[src/rtl/sird_pkg.sv]
package sird_pkg;

	localparam int unsigned MAG_W = 63;
	localparam int unsigned VALUE_W = 64;
	localparam int unsigned RADIX_W = 6;
	localparam int unsigned DIGIT_W = 6;
	localparam int unsigned CHAR_W = 7;

	localparam int unsigned DIGIT_DEPTH_DEF = 64;

	localparam logic [RADIX_W-1:0] RADIX_RESET = 6'd10;
	localparam logic [RADIX_W-1:0] RADIX_MIN = 6'd2;
	localparam logic [RADIX_W-1:0] RADIX_MAX = 6'd36;

	localparam logic [CHAR_W-1:0] CODE_ZERO = 7'd48;
	localparam logic [CHAR_W-1:0] CODE_MINUS = 7'd45;

	localparam int unsigned DIV_W = 64;
	localparam int unsigned DIV_BITS = 8;
	localparam int unsigned DIV_STEPS = DIV_W / DIV_BITS;

	localparam int unsigned QUEUE_DEPTH = 2;

	typedef struct packed {
		logic             neg;
		logic [MAG_W-1:0] mag;
	} req_t;

endpackage

[src/rtl/signed_integer_to_radix_digits_core.sv]
// channel   direction  handshake                  payload
// in        request    in_valid / in_stall        value[63:0] signed
// out       result     out_valid / out_stall      char_code[6:0], last_char
// cfg       write      cfg_we                     cfg_wdata[5:0] (radix)
//
// A request passes these steps in order: the idle state takes it, the divider makes each
// digit (eight quotient bits a cycle over a 64-bit dividend), the sign state sends any
// minus sign, and each character is put out via the registered store read.
// A two-entry queue parts the front from the divider, so requests are taken while another
// converts. Reset clears control only; the digit store needs no clearing.
// Stalls on out hold the output register and the back part; a full queue then stalls in.
module signed_integer_to_radix_digits_core #(
	parameter int unsigned DIGIT_DEPTH = sird_pkg::DIGIT_DEPTH_DEF
) (
	input  logic                          clk,
	input  logic                          arst_n,
	input  logic                          in_valid,
	output logic                          in_stall,
	input  logic [sird_pkg::VALUE_W-1:0]  value,
	output logic                          out_valid,
	input  logic                          out_stall,
	output logic [sird_pkg::CHAR_W-1:0]   char_code,
	output logic                          last_char,
	input  logic                          cfg_we,
	input  logic [sird_pkg::RADIX_W-1:0]  cfg_wdata
);

	logic [sird_pkg::RADIX_W-1:0]  radix_q;
	logic                          front_valid;
	logic                          q_full;
	logic                          q_not_empty;
	logic                          q_pop;
	sird_pkg::req_t                front_req;
	sird_pkg::req_t                q_head;

	always_ff @(posedge clk or negedge arst_n) begin
		if (!arst_n) begin
			radix_q <= sird_pkg::RADIX_RESET;
		end else if (cfg_we) begin
			radix_q <= cfg_wdata;
		end
	end

	sird_front u_front (
		.clk       (clk),
		.arst_n    (arst_n),
		.in_valid  (in_valid),
		.in_stall  (in_stall),
		.value     (value),
		.req_valid (front_valid),
		.req_full  (q_full),
		.req       (front_req)
	);

	sird_queue u_queue (
		.clk       (clk),
		.arst_n    (arst_n),
		.push      (front_valid),
		.push_data (front_req),
		.full      (q_full),
		.pop       (q_pop),
		.not_empty (q_not_empty),
		.head      (q_head)
	);

	sird_back #(
		.DIGIT_DEPTH (DIGIT_DEPTH)
	) u_back (
		.clk       (clk),
		.arst_n    (arst_n),
		.radix     (radix_q),
		.req_avail (q_not_empty),
		.req       (q_head),
		.req_take  (q_pop),
		.out_valid (out_valid),
		.out_stall (out_stall),
		.char_code (char_code),
		.last_char (last_char)
	);

endmodule

[src/rtl/sird_front.sv]
module sird_front (
	input  logic                          clk,
	input  logic                          arst_n,
	input  logic                          in_valid,
	output logic                          in_stall,
	input  logic [sird_pkg::VALUE_W-1:0]  value,
	output logic                          req_valid,
	input  logic                          req_full,
	output sird_pkg::req_t                req
);

	logic                          valid_q;
	sird_pkg::req_t                req_q;
	logic                          accept;
	logic [sird_pkg::VALUE_W-1:0]  abs_v;
	sird_pkg::req_t                req_d;

	assign in_stall = valid_q & req_full;
	assign accept = in_valid & ~in_stall;

	always_comb begin
		abs_v = value[sird_pkg::VALUE_W-1] ? (~value + 64'd1) : value;
		req_d.neg = value[sird_pkg::VALUE_W-1];
		if (abs_v[sird_pkg::VALUE_W-1]) begin
			req_d.mag = '1;
		end else begin
			req_d.mag = abs_v[sird_pkg::MAG_W-1:0];
		end
	end

	always_ff @(posedge clk or negedge arst_n) begin
		if (!arst_n) begin
			valid_q <= 1'b0;
		end else begin
			valid_q <= accept | (valid_q & req_full);
		end
	end

	always_ff @(posedge clk) begin
		if (accept) begin
			req_q <= req_d;
		end
	end

	assign req_valid = valid_q;
	assign req = req_q;

endmodule

[src/rtl/sird_queue.sv]
module sird_queue (
	input  logic            clk,
	input  logic            arst_n,
	input  logic            push,
	input  sird_pkg::req_t  push_data,
	output logic            full,
	input  logic            pop,
	output logic            not_empty,
	output sird_pkg::req_t  head
);

	localparam int unsigned PW = $clog2(sird_pkg::QUEUE_DEPTH);
	localparam int unsigned NW = $clog2(sird_pkg::QUEUE_DEPTH + 1);

	sird_pkg::req_t  entry_q [sird_pkg::QUEUE_DEPTH];
	logic [PW-1:0]   wr_ptr_q;
	logic [PW-1:0]   rd_ptr_q;
	logic [NW-1:0]   fill_q;
	logic            do_push;
	logic            do_pop;

	assign full = (fill_q == NW'(sird_pkg::QUEUE_DEPTH));
	assign not_empty = (fill_q != '0);
	assign do_push = push & ~full;
	assign do_pop = pop & not_empty;
	assign head = entry_q[rd_ptr_q];

	always_ff @(posedge clk or negedge arst_n) begin
		if (!arst_n) begin
			wr_ptr_q <= '0;
			rd_ptr_q <= '0;
			fill_q <= '0;
		end else begin
			if (do_push) begin
				wr_ptr_q <= (wr_ptr_q == PW'(sird_pkg::QUEUE_DEPTH - 1)) ? '0 : wr_ptr_q + 1'b1;
			end
			if (do_pop) begin
				rd_ptr_q <= (rd_ptr_q == PW'(sird_pkg::QUEUE_DEPTH - 1)) ? '0 : rd_ptr_q + 1'b1;
			end
			if (do_push && !do_pop) begin
				fill_q <= fill_q + 1'b1;
			end else if (do_pop && !do_push) begin
				fill_q <= fill_q - 1'b1;
			end
		end
	end

	always_ff @(posedge clk) begin
		if (do_push) begin
			entry_q[wr_ptr_q] <= push_data;
		end
	end

endmodule

[src/rtl/sird_back.sv]
module sird_back #(
	parameter int unsigned DIGIT_DEPTH = sird_pkg::DIGIT_DEPTH_DEF
) (
	input  logic                          clk,
	input  logic                          arst_n,
	input  logic [sird_pkg::RADIX_W-1:0]  radix,
	input  logic                          req_avail,
	input  sird_pkg::req_t                req,
	output logic                          req_take,
	output logic                          out_valid,
	input  logic                          out_stall,
	output logic [sird_pkg::CHAR_W-1:0]   char_code,
	output logic                          last_char
);

	localparam int unsigned AW = $clog2(DIGIT_DEPTH);
	localparam int unsigned CW = $clog2(DIGIT_DEPTH + 1);
	localparam int unsigned SW = $clog2(sird_pkg::DIV_STEPS);

	localparam logic [2:0] ST_IDLE = 3'd0;
	localparam logic [2:0] ST_DIV  = 3'd1;
	localparam logic [2:0] ST_SIGN = 3'd2;
	localparam logic [2:0] ST_READ = 3'd3;
	localparam logic [2:0] ST_PUT  = 3'd4;

	logic [sird_pkg::DIGIT_W-1:0]  digit_mem [DIGIT_DEPTH];
	logic [sird_pkg::DIGIT_W-1:0]  rdata_q;

	logic [2:0]                    state_q;
	logic [sird_pkg::DIV_W-1:0]    work_q;
	logic [sird_pkg::DIGIT_W-1:0]  rem_q;
	logic [SW-1:0]                 step_q;
	logic [CW-1:0]                 cnt_q;
	logic                          neg_q;

	logic                          out_valid_q;
	logic [sird_pkg::CHAR_W-1:0]   char_q;
	logic                          last_q;

	logic [sird_pkg::RADIX_W-1:0]  r_eff;
	logic [sird_pkg::DIGIT_W-1:0]  rem_n;
	logic [sird_pkg::DIV_BITS-1:0] qbits;
	logic [sird_pkg::DIV_W-1:0]    work_n;
	logic                          out_free;
	logic                          out_set;
	logic                          mem_we;
	logic                          mem_re;
	logic [AW-1:0]                 rd_addr;

	always_comb begin
		if (radix < sird_pkg::RADIX_MIN) begin
			r_eff = sird_pkg::RADIX_MIN;
		end else if (radix > sird_pkg::RADIX_MAX) begin
			r_eff = sird_pkg::RADIX_MAX;
		end else begin
			r_eff = radix;
		end
	end

	always_comb begin
		logic [sird_pkg::DIGIT_W:0] t;
		rem_n = rem_q;
		qbits = '0;
		t = '0;
		for (int i = 0; i < sird_pkg::DIV_BITS; i++) begin
			t = {rem_n, work_q[sird_pkg::DIV_W-1-i]};
			if (t >= {1'b0, r_eff}) begin
				t = t - {1'b0, r_eff};
				qbits[sird_pkg::DIV_BITS-1-i] = 1'b1;
			end
			rem_n = t[sird_pkg::DIGIT_W-1:0];
		end
		work_n = {work_q[sird_pkg::DIV_W-sird_pkg::DIV_BITS-1:0], qbits};
	end

	assign out_free = ~out_valid_q | ~out_stall;
	assign out_set = (((state_q == ST_SIGN) & neg_q) | (state_q == ST_PUT)) & out_free;
	assign req_take = (state_q == ST_IDLE) & req_avail;
	assign mem_we = (state_q == ST_DIV) & (step_q == SW'(sird_pkg::DIV_STEPS - 1));
	assign mem_re = (state_q == ST_READ);
	assign rd_addr = AW'(cnt_q - 1'b1);

	always_ff @(posedge clk) begin
		if (mem_we) begin
			digit_mem[cnt_q[AW-1:0]] <= rem_n;
		end
		if (mem_re) begin
			rdata_q <= digit_mem[rd_addr];
		end
	end

	always_ff @(posedge clk or negedge arst_n) begin
		if (!arst_n) begin
			state_q <= ST_IDLE;
			out_valid_q <= 1'b0;
			cnt_q <= '0;
			step_q <= '0;
		end else begin
			out_valid_q <= out_set | (out_valid_q & out_stall);
			case (state_q)
				ST_IDLE: begin
					if (req_avail) begin
						cnt_q <= '0;
						step_q <= '0;
						state_q <= ST_DIV;
					end
				end
				ST_DIV: begin
					step_q <= step_q + 1'b1;
					if (step_q == SW'(sird_pkg::DIV_STEPS - 1)) begin
						cnt_q <= cnt_q + 1'b1;
						if (work_n == '0 || cnt_q == CW'(DIGIT_DEPTH - 1)) begin
							state_q <= ST_SIGN;
						end
					end
				end
				ST_SIGN: begin
					if (!neg_q || out_free) begin
						state_q <= ST_READ;
					end
				end
				ST_READ: begin
					state_q <= ST_PUT;
				end
				ST_PUT: begin
					if (out_free) begin
						cnt_q <= cnt_q - 1'b1;
						state_q <= (cnt_q == CW'(1)) ? ST_IDLE : ST_READ;
					end
				end
				default: begin
					state_q <= ST_IDLE;
				end
			endcase
		end
	end

	always_ff @(posedge clk) begin
		case (state_q)
			ST_IDLE: begin
				if (req_avail) begin
					work_q <= {1'b0, req.mag};
					rem_q <= '0;
					neg_q <= req.neg;
				end
			end
			ST_DIV: begin
				if (step_q == SW'(sird_pkg::DIV_STEPS - 1)) begin
					work_q <= work_n;
					rem_q <= '0;
				end else begin
					work_q <= work_n;
					rem_q <= rem_n;
				end
			end
			ST_SIGN: begin
				if (neg_q && out_free) begin
					char_q <= sird_pkg::CODE_MINUS;
					last_q <= 1'b0;
				end
			end
			ST_PUT: begin
				if (out_free) begin
					char_q <= sird_pkg::CODE_ZERO + {1'b0, rdata_q};
					last_q <= (cnt_q == CW'(1));
				end
			end
			default: begin
			end
		endcase
	end

	assign out_valid = out_valid_q;
	assign char_code = char_q;
	assign last_char = last_q;

endmodule

[config.mk]
export PLATFORM = sky130hd
export DESIGN_NAME = signed_integer_to_radix_digits_core
export DESIGN_NICKNAME = d
export VERILOG_FILES = /design/src/rtl/sird_pkg.sv /design/src/rtl/signed_integer_to_radix_digits_core.sv /design/src/rtl/sird_front.sv /design/src/rtl/sird_queue.sv /design/src/rtl/sird_back.sv
export SDC_FILE = /design/constraint.sdc
export NUM_CORES = 1
export LEC_CHECK = 0
export BUFFER_PORTS_ARGS = -buffer_cell sky130_fd_sc_hd__buf_2
export CORE_ASPECT_RATIO = 1.4
export CORE_UTILIZATION = 67
export DETAILED_ROUTE_END_ITERATION = 6
export PLACE_DENSITY = 0.81
export SYNTH_ARGS = -nofsm -noshare
export SYNTH_HDL_FRONTEND = slang
export SYNTH_HIERARCHICAL = 1
export SYNTH_SLANG_ARGS = --single-unit
[constraint.sdc]
create_clock -name clk -period 57.9 [get_ports clk]
set_clock_uncertainty 0.15 [all_clocks]
set_input_delay 2.895 -clock clk [delete_from_list [all_inputs] [get_ports clk]]
set_output_delay 2.895 -clock clk [all_outputs]
set_load 0.02 [all_outputs]
==> results_dict.tcl, run 1 <==
set metrics [dict create \
    relSlewSlack_pct 0.351 \
    tns_ns 0 \
    clkLatencyLatePin_ns 0.62 \
    viasPerCell 6.64 \
    cp_common_cell "a21o_1" \
    grt_overflow 0 \
    min_path_type "flip-flop to flip-flop" \
    required_ns 58.00 \
    ant_nets 0 \
    synth_edf_count 661 \
    busiest_layer "met2" \
    status "complete, but fails checks" \
    final_area_um2 34400 \
    met2_usage_pct 58.7 \
    syn-num-nets 2181 \
    register_area_um2 20500 \
    dpl_cell_area_um2 32400 \
    synthArstFlopShare_pct 3.64 \
    fp.dieH_um 258 \
    grt_max_degree 74 \
    cp_max_fo 64 \
    clock_path_buffers 3 \
    synth_sequential_area_ratio_pct 65.4 \
    setup_viol_count_final 0 \
    n_fill_cell 2718 \
    cp_slowest_stage_delay_ns 0.99 \
    min_period_ns 20.42 \
    synth-seq-cells 686 \
    grt_util_met3_pct 5.05 \
    worstSetupPathType "flip-flop to flip-flop" \
    cts_hold_buf 0 \
    crit_path_start_kind "flip-flop" \
    cts_sinks 686 \
    maxSlewViolCount 0 \
    drc 0 \
    synth_cell_types 87 \
    violations "capacitance limit" \
    num_antenna_cells 0 \
    cts_max_level 2 \
    ys_warn_count 6 \
    dieArea_um2 47600 \
    drt_iter0_drc 1825 \
    die_x_um 185 \
    wl_per_cell_um 27.0 \
    tritoncts "built" \
    grt_pass1_vias 18900 \
    cts.reportedPaths.clkPinSlew_ns 0.07 \
    dp_hpwl_um 47100 \
    num-nets-final 2265 \
    cts_setup_buffers 0 \
    worstSetupEndpointType "flip-flop" \
    rsz0062_at_grt "no" \
    pin_count 85 \
    numCtsBuffers 58 \
    cts_repair_resize_count 0 \
    final_util_pct 74.6 \
    max_freq_ghz 0.0490 \
    netlist_area_um2 31300 \
    grtUsageTotal_pct 32.6 \
    worstMarginPinSlew_ns 1.48 \
    grt_pass1_wl_um 113000 \
    drive_above_1_share_pct 20.3 \
    worstPathArrival_ns 20.51 \
    holdWs_ns 0.291 \
    maxCapViolations 1 \
    drtPass1Iterations 7 \
    postSynthCellCount 2042 \
    core-area_um2 46100 \
    num_vias 18500 \
    min_period_over_period_pct 35.3 \
    cp_slowest_cell "o21a_2" \
    syn_area_per_cell_um2 15.3 \
    gr-usage-met1_pct 36.3 \
    multi_input_area_um2 10300 \
    antenna_found_initial 2 \
    numPortBuffers 84 \
    cts_root_buf "clkbuf_16" \
    ys.flop_type "edfxtp_1" \
    initial_core_util_pct 67.9 \
    flow.area_growth_from_synthesis_pct 9.79 \
    fp-row-count 93 \
    wl_um 75300 \
    gp_congestion 0.884 \
    hold_violations 0 \
]
-- metrics by stage --
| step | instances | setup WS (ns) |
|---|---|---|
| after floorplan | 2042 | 39.67 |
| after global placement | 2683 | 38.53 |
| after detailed placement | 2683 | 37.81 |
| after CTS | 2790 | 37.72 |
| after global routing | 2790 | 36.26 |
| final | 2790 | 37.48 |
-- sequential cells by signal, summed over array words and instances (netlist names) --
signal / flops
u_back/last_char: 1
u_queue/rd_ptr_q: 1
u_back/neg_q: 1
u_back/work_q: 64
u_back/digit_mem: 384
u_back/out_valid: 1
u_queue/entry_q: 128
u_back/rem_q: 6
u_front/req: 64
u_back/char_code: 7
u_front/req_valid: 1
u_back/step_q: 3
radix_q: 6
u_back/rdata_q: 6
u_back/cnt_q: 7
u_back/state_q: 3
u_queue/fill_q: 2
u_queue/wr_ptr_q: 1
-- cell usage in the layout, fill, tap and decap left out, drive strengths merged, types with 5 or more instances in the layout --
cell type and count:
bufinv 8, a211oi 9, o211ai 18, a21oi 50, fa 8, a21boi 5
nand4 9, mux4 126, or3 11, mux2i 19, o31a 8, and3 11
or2 9, clkinv 22, o21ai 54, clkbuf 78, nand2b 16, ha 56
nand2 278, a31oi 6, nor2b 16, nor3 23, xor2 54, edfxtp 661
o31ai 24, mux2 76, a221oi 5, nor4 24, dfrtp 23, nand3 27
xnor2 25, inv 63, nor2 129, a21o 19, o21a 10, buf 103
or4 19, o211a 6, o41ai 11
-- cell families (layout without fill, tap and decap cells) --
group	count (synthesis)	in the layout	synth area share, %
and+or+nand+nor	588	588	8.60
AOI/OAI and AO/OA	261	261	5.96
buffers and inverters	143	274	1.97
DFF	686	686	65.4
muxes	221	221	13.1
adders and majority gates	64	64	2.75
xor gates and xnor gates	79	79	2.21
-- cell usage after synthesis, types with 17 or more instances --
master | instances | area, µm²
nor2_1 | 129 | 484
clkbuf_1 | 53 | 199
xnor2_1 | 25 | 219
a21oi_1 | 49 | 245
mux2_4 | 57 | 856
mux2_2 | 19 | 214
dfrtp_1 | 23 | 576
o21ai_0 | 53 | 265
nor3_1 | 22 | 110
edfxtp_1 | 661 | 19800
mux4_2 | 126 | 2840
mux2i_1 | 19 | 190
nand2_1 | 277 | 1040
a21o_1 | 19 | 143
nand3_1 | 25 | 125
or4_1 | 17 | 128
ha_1 | 56 | 701
o31ai_1 | 24 | 180
xor2_1 | 54 | 473
nor4_1 | 24 | 150
inv_1 | 62 | 233
-- worst paths after layout --
kind                                  from                      end  slack, ns  depth (start not counted)
max                             radix_q[5]  u_back/digit_mem[13][2]      37.48                         73
max in group asynchronous           arst_n         u_queue/rd_ptr_q      54.93                          1
min in group asynchronous           arst_n               radix_q[2]       2.15                          1
min reg2reg                u_front/req[53]   u_queue/entry_q[1][53]       0.29                          0
min                        u_front/req[53]   u_queue/entry_q[1][53]       0.29                          0
max reg2reg                     radix_q[5]  u_back/digit_mem[13][2]      37.48                         73
-- final cells by class --
class                   count  share of cell area (%)
flip-flops and latches    686                    59.6
multi-input cells        1213                    30.1
clock buffers              78                    4.62
well taps                 617                    2.25
repair buffers            103                    1.64
clock inverters            29                    1.11
inverters                  64                   0.699
-- metal layers --
metal,routed length (µm),share of wire (%),vias up
li1,-,-,8066
met1,25400,34,9147
met2,40100,53,1036
met3,4920,6.5,270
met4,4960,6.6,4
met5,27,0.036,-
-- worst max-delay path: cells and delay by family, from the launching register on --
kind,cells,cell delay (ns)
buffers and inverters,4,0.76
adders and majority gates,8,2.77
and+or+nand+nor,16,3.34
muxes,2,0.75
DFF,1,0.42
AOI/OAI and AO/OA,43,11.78
Power of run 1 is left out: the tool's default activity adds up to more than one toggle a clock period on the data nets, which glitch-free logic cannot reach.
==> run 2, diff against run 1 <==
Settings changed: CORE_UTILIZATION 67 to 63, PLACE_DENSITY 0.81 to 0.76.
Clock period 57.9 ns to 19.3 ns, I/O delays scaled along.
==> run 2 against run 1 <==
  * The flow now finishes without violations
  * Hold slack lost 0.052 ns
  * Via count fell by 2.5%
  * Global-route usage shrank 5.0 points
  * Non-clock buffer count increased by 22
  * Largest cell class unchanged
==> results_dict.tcl, run 2 (same netlist as run 1, synthesis figures left out) <==
set metrics [dict create \
    status "finished clean" \
    num_antenna_cells 0 \
    relSlewSlack_pct 16.7 \
    drt_iter0_drc 1637 \
    fp-row-count 96 \
    flow.area_growth_from_synthesis_pct 10.2 \
    worstPathArrival_ns 18.20 \
    pin_count 85 \
    wl_um 69200 \
    antenna_found_initial 1 \
    cp_slowest_stage_delay_ns 0.54 \
    drtPass1Iterations 6 \
    grt_pass1_wl_um 104000 \
    ant_nets 0 \
    worstSetupEndpointType "flip-flop" \
    register_area_um2 20500 \
    cts.reportedPaths.clkPinSlew_ns 0.07 \
    initial_core_util_pct 63.9 \
    cts_max_level 2 \
    stdcell_count 2832 \
    layout_commonest_cell "edfxtp_1" \
    required_ns 19.59 \
    viasPerCell 6.38 \
    grtUsageTotal_pct 27.6 \
    largest_register_ffs 384 \
    maxSlewViolCount 0 \
    crit_path_start_kind "flip-flop" \
    min_path_type "input pin to async pin" \
    numCtsBuffers 57 \
    hold_violations 0 \
    fp.dieH_um 266 \
    cp_max_fo 36 \
    max_freq_ghz 0.0558 \
    clkLatencyLatePin_ns 0.60 \
    gp_congestion 0.894 \
    cp_slowest_cell "or4_4" \
    dieArea_um2 50600 \
    numPortBuffers 84 \
    worstSetupPathType "flip-flop to flip-flop" \
    cts_sinks 686 \
    dp_hpwl_um 47100 \
    maxCapViolations 0 \
    wl_per_cell_um 24.4 \
    multi_input_area_um2 10400 \
    grt_max_degree 75 \
    setup_ws_ns 1.38 \
    min_period_over_period_pct 92.8 \
    grt_pass1_vias 18300 \
    worstMarginPinSlew_ns 1.24 \
    grt_overflow 0 \
    num_vias 18100 \
    layout_common_cells "661 x edfxtp_1, 276 x nand2_1, 128 x nor2_1, 126 x mux4_2, 84 x buf_2" \
    placedCellCount 2715 \
    core-area_um2 49000 \
    drc 0 \
    n_fill_cell 3125 \
    cts_root_buf "clkbuf_16" \
    die_x_um 190 \
    clock_path_buffers 3 \
    tritoncts "built" \
    drive_above_1_share_pct 21.4 \
    setup_viol_count_final 0 \
    min_period_ns 17.92 \
    num-nets-final 2288 \
    pre_cts_ws_ns 0.301 \
]
[run 2: final cells by class]
class / instances / share of cell area [%]
flip-flops and latches: 686 / 59.4
inverters: 64 / 0.696
repair buffers: 125 / 2.19
well taps: 637 / 2.31
multi-input cells: 1215 / 30.2
clock inverters: 24 / 0.653
clock buffers: 81 / 4.60
[run 2: stage by stage]
step	setup TNS (ns)	util, %	hold WS [ns]	instance area, µm²
3_5_place_dp	0	66.4	0.282	32500
3_3_place_gp	0	66.4	0.272	32500
6_report	0	70.4	0.239	34500
4_1_cts	0	70.1	0.253	34300
2_1_floorplan	0	-	0.271	31300
5_1_grt	-0.239	70.4	0.284	34500
[run 2: timing repair]
| item | 4_1_cts | 5_1_grt |
|---|---|---|
| resized for setup | 0 | 16 |
| setup buffers | 0 | 10 |
| endpoints found under the setup margin | 0 | 393 |
| hold buffers | 0 | 0 |
[run 2: final timing paths]
path / start / end / slack [ns] / cells after the start
hold reg to reg: u_front/req[0] / u_queue/entry_q[1][0] / 0.29 / 0
setup / recovery: radix_q[5] / u_back/digit_mem[20][2] / 1.38 / 78
max in group asynchronous: arst_n / u_queue/rd_ptr_q / 18.21 / 1
setup reg to reg: radix_q[5] / u_back/digit_mem[20][2] / 1.38 / 78
min in group clk: u_front/req[0] / u_queue/entry_q[1][0] / 0.29 / 0
hold / removal: arst_n / radix_q[4] / 0.24 / 1
[run 2: worst max-delay path: cells and delay by family (launching register included)]
kind	cells	cell delay [ns]
fa+ha+maj	8	2.56
mux	2	0.63
buf+inv	8	1.25
compound gates	44	10.04
simple gates	16	2.63
flops	1	0.42
[run 2: layer usage]
layer  track usage [%]  vias to the layer above  wire length [µm]
met5                 0                        -                13
met4              12.3                        2              3170
met3              3.42                      169              4150
met2              50.4                      764             37200
met1              32.3                     9008             24700
li1                  -                     8120                 -
Power of run 2 is left out for the same reason.
==> run 3, diff against run 2 <==
Settings changed: GPL_TIMING_DRIVEN from default to 0.
==> run 3 against run 2 <==
  * Critical path depth up 1
  * First-iteration DRC count decreased by 2.6%
  * Critical endpoint is now u_back/digit_mem[40][1]
  * Wire length up 5.8%
  * Setup slack worse by 0.49 ns
  * Die area unchanged
  * Non-clock buffer count up 61
  * Core utilization increased by 1.3 points
  * Hold slack worse by 0.0057 ns
  * The run now ends with DRC left
==> results_dict.tcl, run 3 (same netlist as run 1, synthesis figures left out) <==
set metrics [dict create \
    grt_pass1_vias 19200 \
    worstPathArrival_ns 18.54 \
    multi_input_area_um2 10500 \
    wl_um 73200 \
    worstMarginPinSlew_ns 1.39 \
    wl_per_cell_um 25.2 \
    worstSetupPathType "flip-flop to flip-flop" \
    cts_max_level 2 \
    worstSetupEndpointType "flip-flop" \
    max_freq_ghz 0.0543 \
    crit_path_start_kind "flip-flop" \
    r2r_end "u_back/digit_mem[40][1]" \
    final_util_pct 71.7 \
    grt_pass1_wl_um 110000 \
    layout_common_cells "661 x edfxtp_1, 275 x nand2_1, 126 x nor2_1, 126 x mux4_2, 87 x buf_2" \
    fp-row-count 96 \
    cp_slowest_stage_delay_ns 0.53 \
    ant_nets 0 \
    setup_ws_ns 0.896 \
    cp_max_fo 64 \
    cp_common_cell "ha_1" \
    maxCapViolations 0 \
    dp_hpwl_um 51100 \
    tritoncts "built" \
    cts.reportedPaths.clkPinSlew_ns 0.07 \
    maxSlewViolCount 0 \
    pre_cts_ws_ns -1.57 \
    grtUsageTotal_pct 29.5 \
    clkLatencyLatePin_ns 0.63 \
    gp_congestion 0.907 \
    grt_max_degree 71 \
    min_path_type "input pin to async pin" \
    min_period_over_period_pct 95.4 \
    setup_viol_count_final 0 \
    numPortBuffers 83 \
    clock_path_buffers 3 \
    status "complete, but fails checks" \
    min_period_ns 18.40 \
    num_antenna_cells 0 \
    relSlewSlack_pct 6.92 \
    cts_root_buf "clkbuf_16" \
    antenna_found_initial 0 \
    hold_violations 0 \
    cts_hold_buf 0 \
    core-area_um2 49000 \
    drt_iter0_drc 1595 \
    dieArea_um2 50600 \
    flow.area_growth_from_synthesis_pct 12.2 \
    r2r-start "radix_q[4]" \
    r2r_slack_ns 0.90 \
    initial_core_util_pct 63.9 \
    fp.dieH_um 266 \
    grt_overflow 0 \
    drive_above_1_share_pct 21.2 \
    cp_slowest_cell "or4_4" \
    cts_sinks 686 \
    violations "DRC" \
    num_vias 18600 \
    numCtsBuffers 59 \
    drtPass1Iterations 7 \
    rsz0062_at_grt "no" \
    reg2reg_depth 79 \
    n_fill_cell 3078 \
    largest_register_ffs 384 \
    layout_commonest_cell "edfxtp_1" \
    num-nets-final 2352 \
    register_area_um2 20500 \
    die_x_um 190 \
    viasPerCell 6.39 \
    required_ns 19.43 \
    pin_count 85 \
    drc 1 \
]
run 3: cell types whose count changed in the layout (fill, tap and decap cells not counted), moves of 4 or more:
cell and change:
buf_1 +11, buf_12 +8, buf_4 -28, buf_6 +10, bufinv_16 +4, clkbuf_1 +44
clkbuf_8 -5, clkinv_1 +7, clkinv_2 +4
run 3: through the flow:
| stage | area, µm² | hold slack [ns] | cells | setup TNS (ns) |
|---|---|---|---|---|
| after detailed placement | 32800 | 0.279 | 2772 | -528.03 |
| after floorplan | 31300 | 0.271 | 2042 | 0 |
| after CTS | 35000 | 0.236 | 2894 | 0 |
| final | 35100 | 0.233 | 2901 | 0 |
| after global placement | 32500 | 0.274 | 2762 | -1270.74 |
| after global routing | 35100 | 0.255 | 2901 | 0 |
run 3: per-layer routing:
layer  vias to the layer above  wire length, µm  global-route usage, %
met5                         -                0                      0
met4                         0             4730                   16.8
met3                       270             4430                   3.85
met2                       878            39600                   54.6
met1                      9134            24400                   32.0
li1                       8269                -                      -
run 3: layout make-up:
cell class	instances	share of cell area, %
multi-input cells	1216	29.9
plain buffers	79	1.08
clock buffers	68	4.30
flip-flops and latches	686	58.3
repair buffers	107	2.23
clock inverters	44	1.27
well taps	637	2.27
inverters	64	0.702
run 3: repair_timing:
item / 4_1_cts / 5_1_grt
setup buffers: 7 / 7
pin swaps: 2 / 3
cloned: 3 / 0
hold endpoints to repair: 0 / 0
gates resized for setup: 19 / 19
setup endpoints to repair: 393 / 393
run 3: worst max path at each step:
stage               startpoint                 endpoint
finish              radix_q[4]  u_back/digit_mem[40][1]
global route        radix_q[5]  u_back/digit_mem[51][1]
CTS                 radix_q[5]  u_back/digit_mem[51][1]
detailed placement  radix_q[5]  u_back/digit_mem[28][1]
global placement    radix_q[3]   u_back/digit_mem[4][0]
floorplan           radix_q[3]   u_back/digit_mem[0][3]
run 3: worst max-delay path: cells and delay by family, from the launching register on:
kind | cells | cell delay, ns
DFF | 1 | 0.46
adders and majority gates | 8 | 2.56
AOI/OAI and AO/OA | 42 | 9.16
buffers and inverters | 7 | 1.07
and+or+nand+nor | 19 | 3.43
muxes | 3 | 1.15
Power of run 3 is left out for the same reason.
